## config.mk

```make
export PLATFORM = sky130hd
export DESIGN_NAME = peer_table_aging_max_election
export DESIGN_NICKNAME = d
export VERILOG_FILES = /design/src/design/ptame_pkg.sv /design/src/design/ptame_ctrl.sv /design/src/design/ptame_dp.sv /design/src/design/peer_table_aging_max_election.sv
export SDC_FILE = /design/constraint.sdc
export NUM_CORES = 2
export LEC_CHECK = 0
export ABC_CLOCK_PERIOD_IN_PS = 12200
export BUFFER_PORTS_ARGS = -buffer_cell sky130_fd_sc_hd__buf_2
export CAP_MARGIN = 30
export CORE_MARGIN = 4
export CORE_UTILIZATION = 65
export DETAILED_ROUTE_END_ITERATION = 10
export GPL_ROUTABILITY_DRIVEN = 0
export GPL_TIMING_DRIVEN = 0
export HOLD_SLACK_MARGIN = 0.08
export PLACE_DENSITY = 0.92
export SETUP_SLACK_MARGIN = 0.2
export SLEW_MARGIN = 0
export SYNTH_ARGS = -nofsm -noshare
export SYNTH_HDL_FRONTEND = slang
export SYNTH_SLANG_ARGS = --single-unit
```

## constraint.sdc

```tcl
create_clock -name clk -period 12.2 [get_ports clk]
set_clock_uncertainty 0.05 [all_clocks]
set_input_delay 1.22 -clock clk [delete_from_list [all_inputs] [get_ports clk]]
set_output_delay 1.22 -clock clk [all_outputs]
set_load 0.05 [all_outputs]
```

## src/design/ptame_pkg.sv

```systemverilog
`timescale 1ns / 1ps

package ptame_pkg;

  typedef enum logic [1:0] {
    OP_REPORT = 2'd0,
    OP_TICK   = 2'd1,
    OP_SAMPLE = 2'd2,
    OP_NONE   = 2'd3
  } ptame_op_t;

  localparam logic [7:0] CFG_TIMEOUT  = 8'd0;
  localparam logic [7:0] CFG_OWN_ADDR = 8'd1;

  localparam logic [15:0] TIMEOUT_RESET = 16'd5000;

  typedef struct packed {
    logic [1:0]  opcode;
    logic [31:0] peer_address;
    logic [15:0] light_level;
  } ptame_in_t;

  typedef struct packed {
    logic       is_master;
    logic [4:0] peer_count;
    logic       report_dropped;
  } ptame_out_t;

  typedef struct packed {
    logic [31:0] address;
    logic [15:0] level;
    logic [31:0] stamp;
  } ptame_entry_t;

  typedef enum logic [1:0] {
    ST_IDLE  = 2'd0,
    ST_SWEEP = 2'd1,
    ST_DRAIN = 2'd2,
    ST_DONE  = 2'd3
  } ptame_state_t;

  typedef struct packed {
    logic start;
    logic read;
    logic commit;
  } ptame_cmd_t;

  typedef struct packed {
    logic last_idx;
    logic out_free;
  } ptame_sts_t;

endpackage

```

## src/design/ptame_ctrl.sv

```systemverilog
`timescale 1ns / 1ps

module ptame_ctrl import ptame_pkg::*; (
  input  logic       clk,
  input  logic       rst_n,
  input  logic       in_valid,
  output logic       in_ready,
  input  ptame_sts_t sts,
  output ptame_cmd_t cmd
);

  ptame_state_t state_r;
  ptame_state_t state_nxt;

  always_ff @(posedge clk) begin
    if (!rst_n) begin
      state_r <= ST_IDLE;
    end else begin
      state_r <= state_nxt;
    end
  end

  always_comb begin
    state_nxt = state_r;
    case (state_r)
      ST_IDLE: begin
        if (in_valid) begin
          state_nxt = ST_SWEEP;
        end
      end
      ST_SWEEP: begin
        if (sts.last_idx) begin
          state_nxt = ST_DRAIN;
        end
      end
      ST_DRAIN: begin
        state_nxt = ST_DONE;
      end
      ST_DONE: begin
        if (sts.out_free) begin
          state_nxt = ST_IDLE;
        end
      end
      default: begin
        state_nxt = ST_IDLE;
      end
    endcase
  end

  always_comb begin
    in_ready   = 1'b0;
    cmd.start  = 1'b0;
    cmd.read   = 1'b0;
    cmd.commit = 1'b0;
    case (state_r)
      ST_IDLE: begin
        in_ready  = 1'b1;
        cmd.start = in_valid;
      end
      ST_SWEEP: begin
        cmd.read = 1'b1;
      end
      ST_DRAIN: begin
      end
      ST_DONE: begin
        cmd.commit = sts.out_free;
      end
      default: begin
      end
    endcase
  end

endmodule

```

## src/design/ptame_dp.sv

```systemverilog
`timescale 1ns / 1ps

module ptame_dp import ptame_pkg::*; #(
  parameter int MAX_PEERS = 16
) (
  input  logic        clk,
  input  logic        rst_n,
  input  ptame_cmd_t  cmd,
  output ptame_sts_t  sts,
  input  ptame_in_t   in_data,
  input  logic        cfg_valid,
  input  logic [7:0]  cfg_index,
  input  logic [31:0] cfg_data,
  output logic        out_valid,
  input  logic        out_ready,
  output ptame_out_t  out_data
);

  localparam int IW = (MAX_PEERS > 1) ? $clog2(MAX_PEERS) : 1;
  localparam int CW = $clog2(MAX_PEERS + 1);

  ptame_entry_t mem [MAX_PEERS];

  logic [15:0]          timeout_r;
  logic [31:0]          own_addr_r;
  logic [31:0]          time_now_r;
  logic [15:0]          own_level_r;
  logic [1:0]           op_r;
  logic [31:0]          addr_r;
  logic [15:0]          level_r;
  logic                 match_en_r;
  logic [MAX_PEERS-1:0] valid_r;
  logic [IW-1:0]        idx_r;
  logic                 rd_vld_r;
  logic [IW-1:0]        rd_idx_r;
  ptame_entry_t         rd_data_r;
  logic [CW-1:0]        cnt_r;
  logic                 master_r;
  logic                 hit_r;
  logic [IW-1:0]        hit_idx_r;
  logic                 free_r;
  logic [IW-1:0]        free_idx_r;
  logic                 out_valid_r;
  ptame_out_t           out_data_r;

  logic          entry_v;
  logic [31:0]   age;
  logic          expired;
  logic          is_hit;
  logic          is_free;
  logic          live;
  logic          found;
  logic          insert;
  logic [IW-1:0] wr_idx;
  ptame_out_t    result;

  always_comb begin
    entry_v = valid_r[rd_idx_r];
    age     = time_now_r - rd_data_r.stamp;
    expired = (op_r == OP_TICK) && entry_v && (age > {16'b0, timeout_r});
    is_hit  = match_en_r && entry_v && (rd_data_r.address == addr_r);
    is_free = match_en_r && !entry_v && !free_r;
    live    = entry_v && !expired && !is_hit;
    found   = hit_r || free_r;
    insert  = match_en_r && !hit_r && free_r;
    wr_idx  = hit_r ? hit_idx_r : free_idx_r;
    result.is_master      = master_r && !(found && (own_level_r < level_r));
    result.peer_count     = 5'(cnt_r + CW'(found));
    result.report_dropped = match_en_r && !found;
  end

  assign sts.last_idx = (idx_r == IW'(MAX_PEERS - 1));
  assign sts.out_free = !out_valid_r || out_ready;
  assign out_valid    = out_valid_r;
  assign out_data     = out_data_r;

  always_ff @(posedge clk) begin
    if (cmd.commit && match_en_r && found) begin
      mem[wr_idx] <= '{address: addr_r, level: level_r, stamp: time_now_r};
    end
    if (cmd.read) begin
      rd_data_r <= mem[idx_r];
    end
  end

  always_ff @(posedge clk) begin
    if (cmd.start) begin
      op_r     <= in_data.opcode;
      addr_r   <= in_data.peer_address;
      level_r  <= in_data.light_level;
      cnt_r    <= '0;
      master_r <= 1'b1;
    end else if (rd_vld_r) begin
      if (is_hit) begin
        hit_idx_r <= rd_idx_r;
      end
      if (is_free) begin
        free_idx_r <= rd_idx_r;
      end
      if (live) begin
        cnt_r <= cnt_r + CW'(1);
        if (own_level_r < rd_data_r.level) begin
          master_r <= 1'b0;
        end
      end
    end
    if (cmd.commit) begin
      out_data_r <= result;
    end
    rd_idx_r <= idx_r;
  end

  always_ff @(posedge clk) begin
    if (!rst_n) begin
      timeout_r   <= TIMEOUT_RESET;
      own_addr_r  <= '0;
      time_now_r  <= '0;
      own_level_r <= '0;
      match_en_r  <= 1'b0;
      valid_r     <= '0;
      idx_r       <= '0;
      rd_vld_r    <= 1'b0;
      hit_r       <= 1'b0;
      free_r      <= 1'b0;
      out_valid_r <= 1'b0;
    end else begin
      if (cfg_valid) begin
        case (cfg_index)
          CFG_TIMEOUT: begin
            timeout_r <= cfg_data[15:0];
          end
          CFG_OWN_ADDR: begin
            own_addr_r <= cfg_data;
          end
          default: begin
          end
        endcase
      end
      rd_vld_r <= cmd.read;
      if (cmd.start) begin
        match_en_r <= (in_data.opcode == OP_REPORT) && (in_data.peer_address != own_addr_r);
        idx_r      <= '0;
        hit_r      <= 1'b0;
        free_r     <= 1'b0;
        if (in_data.opcode == OP_TICK) begin
          time_now_r <= time_now_r + 32'd1;
        end
        if (in_data.opcode == OP_SAMPLE) begin
          own_level_r <= in_data.light_level;
        end
      end else if (cmd.read) begin
        idx_r <= idx_r + IW'(1);
      end
      if (rd_vld_r) begin
        if (is_hit) begin
          hit_r <= 1'b1;
        end
        if (is_free) begin
          free_r <= 1'b1;
        end
        if (expired) begin
          valid_r[rd_idx_r] <= 1'b0;
        end
      end
      if (cmd.commit && insert) begin
        valid_r[free_idx_r] <= 1'b1;
      end
      if (cmd.commit) begin
        out_valid_r <= 1'b1;
      end else if (out_ready) begin
        out_valid_r <= 1'b0;
      end
    end
  end

  a_drop_only_report: assert property (@(posedge clk) disable iff (!rst_n)
    cmd.commit |=> (!out_data_r.report_dropped || $past(op_r) == OP_REPORT))
    else $error("drop flagged on an item that is not a peer report");

  a_tick_advance: assert property (@(posedge clk) disable iff (!rst_n)
    (cmd.start && in_data.opcode == OP_TICK) |=> time_now_r == $past(time_now_r) + 32'd1)
    else $error("tick did not advance the millisecond counter by one");

  a_insert_free_slot: assert property (@(posedge clk) disable iff (!rst_n)
    (cmd.commit && insert) |-> !valid_r[free_idx_r])
    else $error("new peer written over a valid entry");

  a_no_read_while_result: assert property (@(posedge clk) disable iff (!rst_n)
    cmd.commit |-> (!cmd.read && !rd_vld_r))
    else $error("result committed while a table read is in flight");

endmodule

```

## src/design/peer_table_aging_max_election.sv

```systemverilog
`timescale 1ns / 1ps

// Peer table with timeout aging and master election.
// The input channel (in_valid, in_ready, in_data) takes one word per item:
// a peer report, a one millisecond tick or a local light sample. Every item
// gives exactly one word on the result channel (out_valid, out_ready,
// out_data) with the master flag, the peer count and the drop flag.
// The configuration channel (cfg_valid, cfg_ready, cfg_index, cfg_data)
// writes the timeout and the own address; it is always ready. The user
// must use it only while no item is in progress; the block does not check.
// Each item sweeps the whole table through its single read port, one entry
// per cycle; a new word is taken only once the previous item has passed the
// sweep, drain and done states and its result has been committed.
// A finished result sits in an output register, and the next input word is
// accepted while it waits; the sweep of that word stalls at its end until
// the receiver takes the older result.
// Reset empties the table, clears time and own level, restores the timeout
// to 5000 ms and the own address to zero. Table contents need no clearing.

module peer_table_aging_max_election import ptame_pkg::*; #(
  parameter int MAX_PEERS = 16
) (
  input  logic        clk,
  input  logic        rst_n,
  input  logic        in_valid,
  output logic        in_ready,
  input  ptame_in_t   in_data,
  output logic        out_valid,
  input  logic        out_ready,
  output ptame_out_t  out_data,
  input  logic        cfg_valid,
  output logic        cfg_ready,
  input  logic [7:0]  cfg_index,
  input  logic [31:0] cfg_data
);

  ptame_cmd_t cmd;
  ptame_sts_t sts;

  assign cfg_ready = 1'b1;

  ptame_ctrl u_ctrl (
    .clk      (clk),
    .rst_n    (rst_n),
    .in_valid (in_valid),
    .in_ready (in_ready),
    .sts      (sts),
    .cmd      (cmd)
  );

  ptame_dp #(
    .MAX_PEERS (MAX_PEERS)
  ) u_dp (
    .clk       (clk),
    .rst_n     (rst_n),
    .cmd       (cmd),
    .sts       (sts),
    .in_data   (in_data),
    .cfg_valid (cfg_valid),
    .cfg_index (cfg_index),
    .cfg_data  (cfg_data),
    .out_valid (out_valid),
    .out_ready (out_ready),
    .out_data  (out_data)
  );

endmodule

```

==> key figures, run 1 <==
Clock tree
  – Clock sink count: 1,558
  – Post-CTS Setup Inserts: 0
  – Clock root cell: clkbuf_16
  – Clock Tree Buf Depth: 3
  – Total clock buffers created by CTS: 147
  – CTS H-tree depth: 4
  – Hold buffer count at CTS: 0
  – Post-cts sizing count: 0

Floorplanning
  – # rows: 112
  – I/O Pins: 105
  – Die Wd: 316 um
  – Die height: 316 um
  – Starting density of the core: 0.658

Place
  – DP Wirelength: 115 mm
  – Number of port buffers: 103

Outcome
  – Status: aborted with a tool error
  – Last stage reached: global routing (5_1_grt)
  – Stop err: [ERROR GRT-0232] Routing congestion too high. Check the congestion heatmap in the GUI.

Synth
  – Mapped cell area: 0.0617 sq mm
  – Primary FF master, synth: edfxtp_1
  – Synth Instances: 3,171
  – Sequential-to-total area share from yosys stat: 0.737
  – Seq cells post-synth: 1,558
  – Synth Warn #: 0
  – Fraction of registers with async set/reset: 0
  – Distinct cells, synth: 70
  – Syn_area_per_cell: 19.5 sq um
  – Syn nets: 3,353
  – Post-synth EDFFs: 1,425

Global route
  – Gr usage total: 0.611
  – Grt total ovfl: 65
  – Antenna violations before repair: 77
  – Largest net degree at the start of global routing: 56
-- cell usage after synthesis, types with 6 or more instances --
cell / n / area [sq um]
o21ai_1: 7 / 35.0
edfxtp_1: 1425 / 42800
a21o_1: 19 / 143
buf_1: 26 / 97.6
a31oi_1: 14 / 87.6
o21a_1: 11 / 82.6
nor2_1: 132 / 495
dfxtp_1: 133 / 2660
clkbuf_1: 109 / 409
nor3_1: 22 / 110
inv_1: 100 / 375
nand2b_1: 18 / 113
mux2i_1: 20 / 200
nor2b_1: 9 / 56.3
xor2_1: 30 / 263
xnor2_1: 83 / 727
ha_1: 86 / 1080
nand3_1: 28 / 140
or3_1: 10 / 62.6
nor3b_1: 6 / 45.0
mux4_2: 405 / 9120
nand4_1: 39 / 244
and2_1: 6 / 37.5
a21oi_1: 115 / 576
o21ai_0: 38 / 190
o211ai_1: 21 / 158
nor4_1: 11 / 68.8
nand2_1: 170 / 638
and3_1: 9 / 56.3
and4_1: 7 / 61.3
o2111ai_1: 6 / 52.6
-- cell families after synthesis --
logic type	after synthesis	synth area share
AND/OR/NAND/NOR	482	0.0366
flip-flops	1558	0.737
buffers and inverters	237	0.0145
other	1	0.0000608
multiplexers	426	0.151
XOR/XNOR	113	0.0160
AO/OA/AOI/OAI	267	0.0268
adder cells (fa/ha/maj)	87	0.0178
-- per-layer routing --
| metal | track usage | overflow |
|---|---|---|
| met1 | 0.614 | 3 |
| met2 | 0.755 | 33 |
| met3 | 0.515 | 2 |
| met4 | 0.510 | 26 |
| met5 | 0.354 | 1 |
-- through the flow --
stage               instance area (sq um)  hold slack (ps)  utilization  setup slack, ps  std cells
global placement                    63800              283        0.680             1140       4528
CTS                                 70600              335        0.753             4820       4901
detailed placement                  65800              306        0.701             5910       4630
floorplan                           61700              279            -             6100       3171
==> inputs of run 2 (changes only) <==
--- a/config.mk
+++ b/config.mk
@@ -9,13 +9,11 @@
 export BUFFER_PORTS_ARGS = -buffer_cell sky130_fd_sc_hd__buf_2
 export CAP_MARGIN = 30
 export CORE_MARGIN = 4
-export CORE_UTILIZATION = 65
+export CORE_UTILIZATION = 40
 export DETAILED_ROUTE_END_ITERATION = 10
 export GPL_ROUTABILITY_DRIVEN = 0
 export GPL_TIMING_DRIVEN = 0
-export HOLD_SLACK_MARGIN = 0.08
-export PLACE_DENSITY = 0.92
-export SETUP_SLACK_MARGIN = 0.2
+export PLACE_DENSITY_LB_ADDON = 0.15
 export SLEW_MARGIN = 0
 export SYNTH_ARGS = -nofsm -noshare
 export SYNTH_HDL_FRONTEND = slang
==> run 2 against run 1 <==
The flow now finishes without violations. Synthesized cell count did not move. Synthesized area unchanged.
==> key figures, run 2 <==
Cells and area
  – Largest Register: u_dp.mem
  – Area of the multi-input gates: 0.0155 sq mm
  – Area growth syn-to-layout: 17.8%
  – Nets@finish: 3,752
  – Fraction of layout cells with a size suffix above 1: 0.243
  – Final core occ: 0.476
  – Biggest regs: u_dp.mem: 1280 flops, u_dp.rd_data_r: 80 flops
  – Fin area: 0.0727 sq mm
  – # fillers: 12,600
  – Most frequent cells in the layout: 1,425 x edfxtp_1, 405 x mux4_2, 170 x nand2_1, 166 x clkbuf_16, 146 x clkbuf_1
  – Seq. cell area: 0.0455 sq mm
  – Max FFs per register: 1,280
  – Commonest non-fill, non-tap cell in the layout: edfxtp_1

Synth
  – Syn nets: 3,353
  – Sequential-to-total area share from yosys stat: 0.737
  – Primary FF master, synth: edfxtp_1
  – Largest cells by area after synthesis: edfxtp_1 69%, mux4_2 15%, dfxtp_1 4.3%, ha_1 1.7%, xnor2_1 1.2%
  – Seq cells post-synth: 1,558
  – Most frequent cell after synthesis: edfxtp_1
  – Synth Instances: 3,171
  – Syn_area_per_cell: 19.5 sq um
  – Mapped cell area: 0.0617 sq mm
  – Leading cell types by count after synthesis: 1,425 x edfxtp_1, 405 x mux4_2, 170 x nand2_1, 133 x dfxtp_1, 132 x nor2_1
  – Cell taking the most area after synthesis: edfxtp_1
  – Fraction of registers with async set/reset: 0
  – Synth Warn #: 0
  – Top cell type's share of synthesized area: 0.694
  – Post-synth EDFFs: 1,425
  – Distinct cells, synth: 70

Clock tree
  – Clock root cell: clkbuf_16
  – CTS tree: done
  – Hold buffer count at CTS: 0
  – CTS clk-pin slew, worst paths: 60 ps
  – Clock sink count: 1,558
  – CTS H-tree depth: 4
  – Total clock buffers created by CTS: 160
  – Worst-Skew Late Latency: 790 ps
  – Post-CTS Setup Inserts: 0
  – Post-cts sizing count: 0
  – Clock Tree Buf Depth: 3

Global route
  – Largest net degree at the start of global routing: 42
  – Grt total ovfl: 0
  – Vias in the first global route: 33,400
  – Gr usage total: 0.210
  – Antenna violations before repair: 18
  – First-pass GRT wire length: 241 mm

Floorplanning
  – Die Area: 0.161 sq mm
  – Die height: 401 um
  – Die Wd: 401 um
  – Starting density of the core: 0.404
  – I/O Pins: 105
  – Core Box Area: 0.153 sq mm
  – # rows: 143

Place
  – Placed cell area: 0.0674 sq mm
  – Number of port buffers: 103
  – DP Wirelength: 112 mm

Critical path
  – Worst r2r src: u_dp.time_now_r[3]
  – Worst Setup Start Kind: flip-flop
  – Reg2Reg Depth: 21
  – CP arrival: 7090 ps
  – Worst Setup SP: u_dp.time_now_r[3]
  – Setup crit end: u_dp.cnt_r[2]
  – Critical Path RT: 12,820 ps
  – R2R Setup Slk: 5730 ps
  – Worst Path Class, Setup: reg2reg
  – CP max FO: 21
  – RR Endpoint: u_dp.cnt_r[2]
  – Crit end category: flip-flop

STA
  – Slew HR: 0.322
  – Worst-Margin Slew: 1020 ps
  – Final Cycle Share: 0.530
  – Final-report hold violation count: 0
  – WHS: 320 ps
  – Slew Limit Fails: 0
  – RSZ-0062 raised after global routing: false
  – Min Clock Period, post-route: 6470 ps
  – Setup violations, final: 0
  – Peak Freq: 0.155 GHz
  – Post-route setup TNS: 0 ps

Power
  – Part of the power in the clock network: 0.374
  – VDD IR max: 0.124 mV
  – Power after layout: 13.0 mW
  – Flop pwr share: 0.488
  – LEAKAGE: 23.4 nW
  – Comb pwr share: 0.138
  – Sw frac: 0.252
  – Pwr Density: 179 mW/mm^2
  – Psw: 3.28 mW
  – Int Pwr: 9.76 mW

Routing
  – Number of vias per cell: 5.63
  – Via Count: 32,400
  – WL per Instance: 29.6 um
  – Routed WL: 170 mm
  – DRT Pass-1 Iters: 7
  – Iteration-0 DRC count of the detailed router: 3,577
  – Antenna Nets Post-Route: 0
  – Remaining DRCs: 0

Outcome
  – Status: complete, no violations

Run
  – MaxCap Viol Count: 0

Worst hold path
  – Min-delay worst type: reg2reg
  – Hold path start: u_dp.idx_r[2]
## run 2: cell type report
cell class	instances	area share
clock inverter	91	0.0121
clock buffer	208	0.0599
inverter	101	0.00525
buffer	136	0.00709
sequential	1558	0.626
timing repair buffer	237	0.0420
tap	2030	0.0350
antenna	9	0.000310
multi-input combinational	1376	0.213
## run 2: logic make-up (layout without fill, tap and decap cells)
logic type | after synthesis | count (layout) | share of synthesized area
muxes | 426 | 426 | 0.151
other | 1 | 10 | 0.0000608
DFF | 1558 | 1558 | 0.737
xor gates and xnor gates | 113 | 113 | 0.0160
AOI/OAI and AO/OA | 267 | 267 | 0.0268
and+or+nand+nor | 482 | 482 | 0.0366
adders and majority gates | 87 | 87 | 0.0178
buffers and inverters | 237 | 773 | 0.0145
## run 2: through the flow
stage	cells	setup slack, ps
floorplan	3171	6100
global placement	5304	-285
detailed placement	5436	5790
CTS	5735	5790
global route	5737	5370
finish	5746	5730
## run 2: how the worst min path moves through the flow
| stage | endpoint | slack [ps] | cells past startpoint |
|---|---|---|---|
| floorplan | u_dp.rd_idx_r[3] | 280 | 0 |
| global placement | u_dp.rd_idx_r[3] | 290 | 0 |
| detailed placement | u_dp.rd_idx_r[3] | 310 | 0 |
| CTS | u_dp.rd_idx_r[2] | 320 | 0 |
| global route | u_dp.rd_idx_r[2] | 330 | 0 |
| finish | u_dp.rd_idx_r[2] | 320 | 0 |
## run 2: worst max-delay path, stage by stage (launching register included)
cell and delay, ps:
dfxtp_1 820, ha_1 420, a21o_1 210, a21oi_1 170
nand2_1 80, and2_1 180, o21ai_0 170, nand2b_1 110
a21o_1 180, a21oi_1 190, xnor2_1 170, ha_1 280
a21o_1 170, a21o_1 170, a221o_1 330, a2111oi_0 680
o221a_1 310, nand4_1 140, or4_4 600, nor4_4 550
o211ai_1 210, mux2i_1 160
## run 2: power by group through the flow
stage          Combinational, mW  Sequential (mW)  Clock (mW)
2_1_floorplan               1.08             6.39           0
5_1_grt                     1.94             6.39        5.21
3_5_place_dp                1.83             6.47           0
4_1_cts                     1.84             6.36        4.99
6_report                    1.80             6.36        4.88
3_3_place_gp                1.64             6.48           0
## run 2: layer usage
| layer | track usage | vias to the layer above | wire length (um) |
|---|---|---|---|
| met2 | 0.343 | 1251 | 82900 |
| li1 | - | 13700 | - |
| met1 | 0.280 | 17200 | 69500 |
| met4 | 0.0579 | 8 | 4220 |
| met5 | 0 | - | 44 |
| met3 | 0.0528 | 248 | 13400 |
Note: power is estimated with default switching activity, not from simulation.
